## config.mk

```make
export PLATFORM = sky130hd
export DESIGN_NAME = bts_front
export DESIGN_NICKNAME = d
export VERILOG_FILES = /design/src/hw/rtl/bts_pkg.sv /design/src/hw/rtl/bts_front.sv
export SDC_FILE = /design/constraint.sdc
export NUM_CORES = 1
export LEC_CHECK = 0
export ABC_AREA = 1
export BUFFER_PORTS_ARGS = -buffer_cell sky130_fd_sc_hd__buf_2
export CAP_MARGIN = 20
export CORE_MARGIN = 4
export CORE_UTILIZATION = 45
export CTS_CLUSTER_DIAMETER = 40
export DETAILED_ROUTE_END_ITERATION = 16
export SLEW_MARGIN = 20
export SYNTH_ARGS = -nofsm -noshare
export SYNTH_HDL_FRONTEND = slang
export SYNTH_SLANG_ARGS = --single-unit
```

## constraint.sdc

```tcl
create_clock -name clk -period 12.2 [get_ports clk]
set_clock_uncertainty 0.05 [all_clocks]
set_input_delay 1.83 -clock clk [delete_from_list [all_inputs] [get_ports clk]]
set_output_delay 1.83 -clock clk [all_outputs]
set_load 0.01 [all_outputs]
```

## src/hw/rtl/bts_pkg.sv

```systemverilog
// Shared constants and types for the bilinear texture sampler.
package bts_pkg;

  localparam int MAX_SIDE    = 256;
  localparam int STORE_DEPTH = 65536;
  localparam int FRAC        = 16;

  localparam int SIDE_W  = $clog2(MAX_SIDE + 1);   // size register width
  localparam int COORD_W = $clog2(MAX_SIDE);       // texel x or y
  localparam int ADDR_W  = $clog2(STORE_DEPTH);
  localparam int UV_W    = FRAC + 2;
  localparam int UVC_W   = FRAC + 1;               // clamped 0..ONE
  localparam int FX_W    = FRAC + COORD_W;
  localparam int ROW_W   = FRAC + 8;
  localparam int COL_W   = 2 * FRAC + 8;

  localparam logic [UVC_W-1:0] UV_ONE = UVC_W'(1) << FRAC;

  localparam int QDEPTH = 4;
  localparam int QPTR_W = $clog2(QDEPTH);
  localparam int QCNT_W = $clog2(QDEPTH + 1);

  typedef enum logic {
    FUNC_WRITE  = 1'b0,
    FUNC_SAMPLE = 1'b1
  } func_t;

  typedef enum logic {
    REG_WIDTH  = 1'b0,
    REG_HEIGHT = 1'b1
  } reg_idx_t;

  typedef struct packed {
    func_t             func;
    logic [ADDR_W-1:0] texel_index;
    logic [31:0]       texel_rgba;
    logic [UV_W-1:0]   u_coord;
    logic [UV_W-1:0]   v_coord;
  } entry_t;

endpackage

```

## src/hw/rtl/bts_front.sv

```systemverilog
// Input queue: accepts items and holds them in order for the back end.
module bts_front (
  input  logic            clk,
  input  logic            rst,
  input  logic            in_valid,
  output logic            in_stall,
  input  bts_pkg::entry_t in_entry,
  output logic            q_valid,
  output bts_pkg::entry_t q_entry,
  input  logic            q_pop
);

  bts_pkg::entry_t                 q_mem [bts_pkg::QDEPTH];
  logic [bts_pkg::QPTR_W-1:0]      wptr;
  logic [bts_pkg::QPTR_W-1:0]      rptr;
  logic [bts_pkg::QCNT_W-1:0]      count;
  logic                            push;
  logic                            pop;

  assign in_stall = (count == bts_pkg::QCNT_W'(bts_pkg::QDEPTH));
  assign push     = in_valid && !in_stall;
  assign q_valid  = (count != '0);
  assign pop      = q_pop && q_valid;
  assign q_entry  = q_mem[rptr];

  always_ff @(posedge clk) begin
    if (push) begin
      q_mem[wptr] <= in_entry;
    end
  end

  always_ff @(posedge clk) begin
    if (rst) begin
      wptr  <= '0;
      rptr  <= '0;
      count <= '0;
    end else begin
      if (push) wptr <= wptr + 1'b1;
      if (pop)  rptr <= rptr + 1'b1;
      if (push && !pop) count <= count + 1'b1;
      else if (pop && !push) count <= count - 1'b1;
    end
  end

endmodule

```

# Yosys cells after proc, flatten, opt, wreduce, memory -nomap -nowiden
# Memory sizes are Yosys's and may differ from the RTL's. A register that Yosys moved wholly into a read port is not among the register bits.
# Index checks and enable logic that the tools add are counted.
word_totals:
  reg_bits: 7
  latchBits: 0
  ramBits: 340
  romBits: 0
  inputBits: 89
  out_inout_bits: 87
  wordCells: 24
  mem_count: 1
mem_list:
  columns: ["name", "words", "word_bits", "rd", "rd_clocked_by_memory_dff", "write_ports", "line_no", "rtl"]
  rows:
  - ["q_mem", 4, 85, 1, 1, 1, "bts_front.sv:13", "bts_pkg::entry_t q_mem [bts_pkg::QDEPTH];"]
op_classes:
  n_addsub: 4
  mul: 0
  n_div: 0
  order_cmp: 0
  eq_ne: 1
  shifts: 0
  n_mux: 6
  n_bitwise: 0
  n_reduce_logical: 9
ops:
  columns: ["operator", "n"]
  rows:
  - ["two-way mux 3 bit", 2]
  - ["adder 2 x 1 -> 2 bit, second input constant", 2]
  - ["logical AND 1 bit", 4]
  - ["two-way mux 2 bit", 2]
  - ["adder 3 x 1 -> 3 bit, second input constant", 1]
  - ["equality test 3 bit, second input constant", 1]
  - ["zero test 1 bit", 3]
  - ["nonzero test 3 bit", 1]
  - ["subtractor 3 x 1 -> 3 bit, second input constant", 1]
  - ["two-way mux 1 bit", 2]
  - ["nonzero test 2 bit", 1]

# Longest topological paths before layout
logic_depth:
  ltp_word: 7
  ltp_mapped: 13
  ltp_nobuf: 13

# Worst setup path before layout
# No wires, ideal clock.
synth_timing:
  path_type: "input to register"
  start: "input port in_valid"
  end: "memory q_mem[0][0] (netlist name) (enable)"
  setup_time_ns: 0.529
  arrival_ns: 5.484
  slack_ns: 6.137
  cell_stages: 2
  path_buffers: 0
  path_cell_list: "nand2_1 -> nor2_1"
synth_between:
  elab_chain_len: 3
synth_rtl:
  columns: ["element", "line_no", "rtl"]
  rows:
  - ["start, declared", "bts_front.sv:5", "input logic in_valid,"]
  - ["logical AND 1 bit", "bts_front.sv:21", "assign push = in_valid && !in_stall;"]
  - ["two-way mux 1 bit", "bts_front.sv:27", "if (push) begin"]
  - ["two-way mux 1 bit (not written as such)", "bts_front.sv:28", "q_mem[wptr] <= in_entry;"]
  - ["end, declared", "bts_front.sv:13", null]
# Every way passes these cells.

==> out/metrics.cfg <==
[die]
dieWidth_um=178.3
floorplan.initialDensity_pct=45.58
placement_rows=62
die_area_um2=31780
floorplan.die.height_um=178.3
ioPinCount=176
placeable_core_region_um2=28630

[placement]
hpwlAfterDp_mm=15.17
place_area_um2=14190
dp.cells=1405
routabilityCongestion=0.6997
port_buffers=175

[logic_synthesis]
synth_most_common_cell=edfxtp_1
post_syn_area_per_cell_um2=14.64
yosysUniqueCellTypes=21
ys.warnings.count=0
ys_seq_elements=349
postSynthNetCount=986
ys.flop_type=edfxtp_1
yosysSeqAreaShare_pct=79.63
asyncSetResetFlopFracSynth_pct=0
synth_commonest_cells=edfxtp_1 (340), nor2_1 (184), o21ai_0 (148), o22ai_1 (85), clkbuf_1 (38)
netlist_area_um2=13050
synthesis.instances=891
synth.largest_area_cell=edfxtp_1
synth-edff-count=340
synth.area.top_cells=edfxtp_1 (78%), o21ai_0 (5.7%), nor2_1 (5.3%), o22ai_1 (4.1%), dfxtp_1 (1.4%)
yosysTopAreaCellShare_pct=78.25

[pwr]
worst_ir_drop_vdd_v=0.0001357
leakage_power_of_the_design_nw=5.571
power.density_cell_area_nw_per_um2=227.2

[grt]
globalRoute.totalOverflow=0
overall_fraction_of_global_route_tracks_in_use_pct=17.18
grt_first_pass_wirelength_mm=42.50
grt_pass1_vias=7705
grt_start_max_net_pins=101
number_of_antenna_violations_at_the_first_check_in_global_routing=7

[sta]
setup_violations=0
finalHoldViolCount=0
max_slew_margin_pct=26.92
final_min_period_over_clock_period_pct=43.57
fin_hold_ws_ns=0.4566
worst_pin_slew_ns=1.096
finalCriticalPeriod_ns=5.316
grt_setup_unrepaired=false
slew_violations=0
setup_total_negative_slack_ns=0
achievable-frequency_ghz=0.1881

[clocking]
clkSlewWorstSetupHoldPaths_ns=0.05
cts_hold_buf=0
cts_post_setup_buffers_inserted=0
cts.repair.resized=0
number_of_clock_sinks_seen_by_cts=349
clock_latency_on_the_worst_skew_pair_ns=0.51
cts_made_buffers=45
tritoncts=built
ctsRootBufferMaster=clkbuf_16
cts_max_path_buffers=3
level_count_of_the_clock_h_tree=2

[drt]
via_count=7836
final_ant_viol_nets=0
drt_first_iter_violations=642
avgViaCountPerCell=5.252
wire_per_inst_um=18.89
drt_pass1_iterations=5
drc=0
total_wire_length_mm=28.19

[run_status]
status=finished, final reports clean

[layout]
area_growth_syn_to_layout_pct=20.91
post_route_cells_drive_above_1_share_pct=24.37
design.final.nets=1163
finish.cell_count_without_fillers=1492
fin_area_um2=15780

[critical_path]
critical_path_required_ns=10.32
cp-end-kind=primary output
crit_type=reg -> out
arrival_time_of_the_worst_setup_path_ns=3.44
r2r_cells=5
start_kind=flip-flop
crit_fanout=88

[worst_hold_path]
min_path_cells=2
holdCritPathClass=reg -> reg

[job]
max-cap-violations=0

## worst max-delay path, cell delays in order (launching register included)
cell and delay [ns]:
dfxtp_4 0.55, inv_4 0.71, buf_4 0.80, o21ai_0 0.17, o22ai_1 0.31, buf_2 0.20
## cell families (layout without fill, tap and decap cells)
logic type | after synthesis | in the layout | synth area share [%]
buf+inv | 72 | 285 | 2.982
fa+ha+maj | 6 | 6 | 0.6329
compound gates | 259 | 259 | 10.75
other cells | 0 | 4 | 0
flops | 349 | 349 | 79.63
simple gates | 204 | 204 | 5.936
xor+xnor | 1 | 1 | 0.06714
## state kept, by name, summed over array words and instances (netlist names), named ones only
name / cells
q_mem: 340
wptr: 2
count: 3
rptr: 2
## power by group
group	internal [mW]	switching (mW)
Clock	0.860	0.496
Combinational	0.229	0.489
Sequential	1.46	0.0505
Total	2.55	1.04
## path summary, 6_finish.rpt
check	slack, ns	endpoint	start
worst min-delay path	0.46	flip-flop	rptr[0]$_SDFFE_PP0P_
worst max-delay path	6.88	q_entry[10]	flip-flop
worst max register to register	9.35	q_mem[1][57]$_DFFE_PP_	count[0]$_SDFFE_PP0P_
worst min register to register	0.46	flip-flop	rptr[0]$_SDFFE_PP0P_
## cell usage in the layout, fill, tap and decap left out, types with 10 or more instances in the layout
master     netlist  final
nor2_1         184    180
clkbuf_16        0     47
inv_1           15     15
edfxtp_1       340    340
buf_4            2     10
o22ai_1         85     85
buf_2            2    175
o21ai_1         23     23
nand2_1         15     15
o21ai_0        148    148
## layout make-up
type | count | area (um^2)
antenna | 4 | 10.01
clock buffer | 51 | 1191
clock inverter | 32 | 384.1
fill | 2344 | 12850
inverter | 17 | 66.31
multi-input combinational | 470 | 2298
sequential | 349 | 10400
tap | 384 | 480.5
timing repair buffer | 185 | 950.9
## metal layers
metal | wire length, um | GRT usage, %
met1 | 12280 | 23.16
met2 | 13350 | 27.56
met3 | 2088 | 5.087
met4 | 412 | 4.637
met5 | 53 | 0
## metrics by stage
step                setup slack (ns)  util [%]  power (mW)
floorplan                      6.137         -       1.990
global placement               7.545     49.58       2.256
detailed placement             7.447     49.58       2.267
CTS                            6.902     55.08       3.626
global route                   6.719     55.10       3.758
finish                         6.884     55.11       3.584
(Power assumes the default switching activity.)
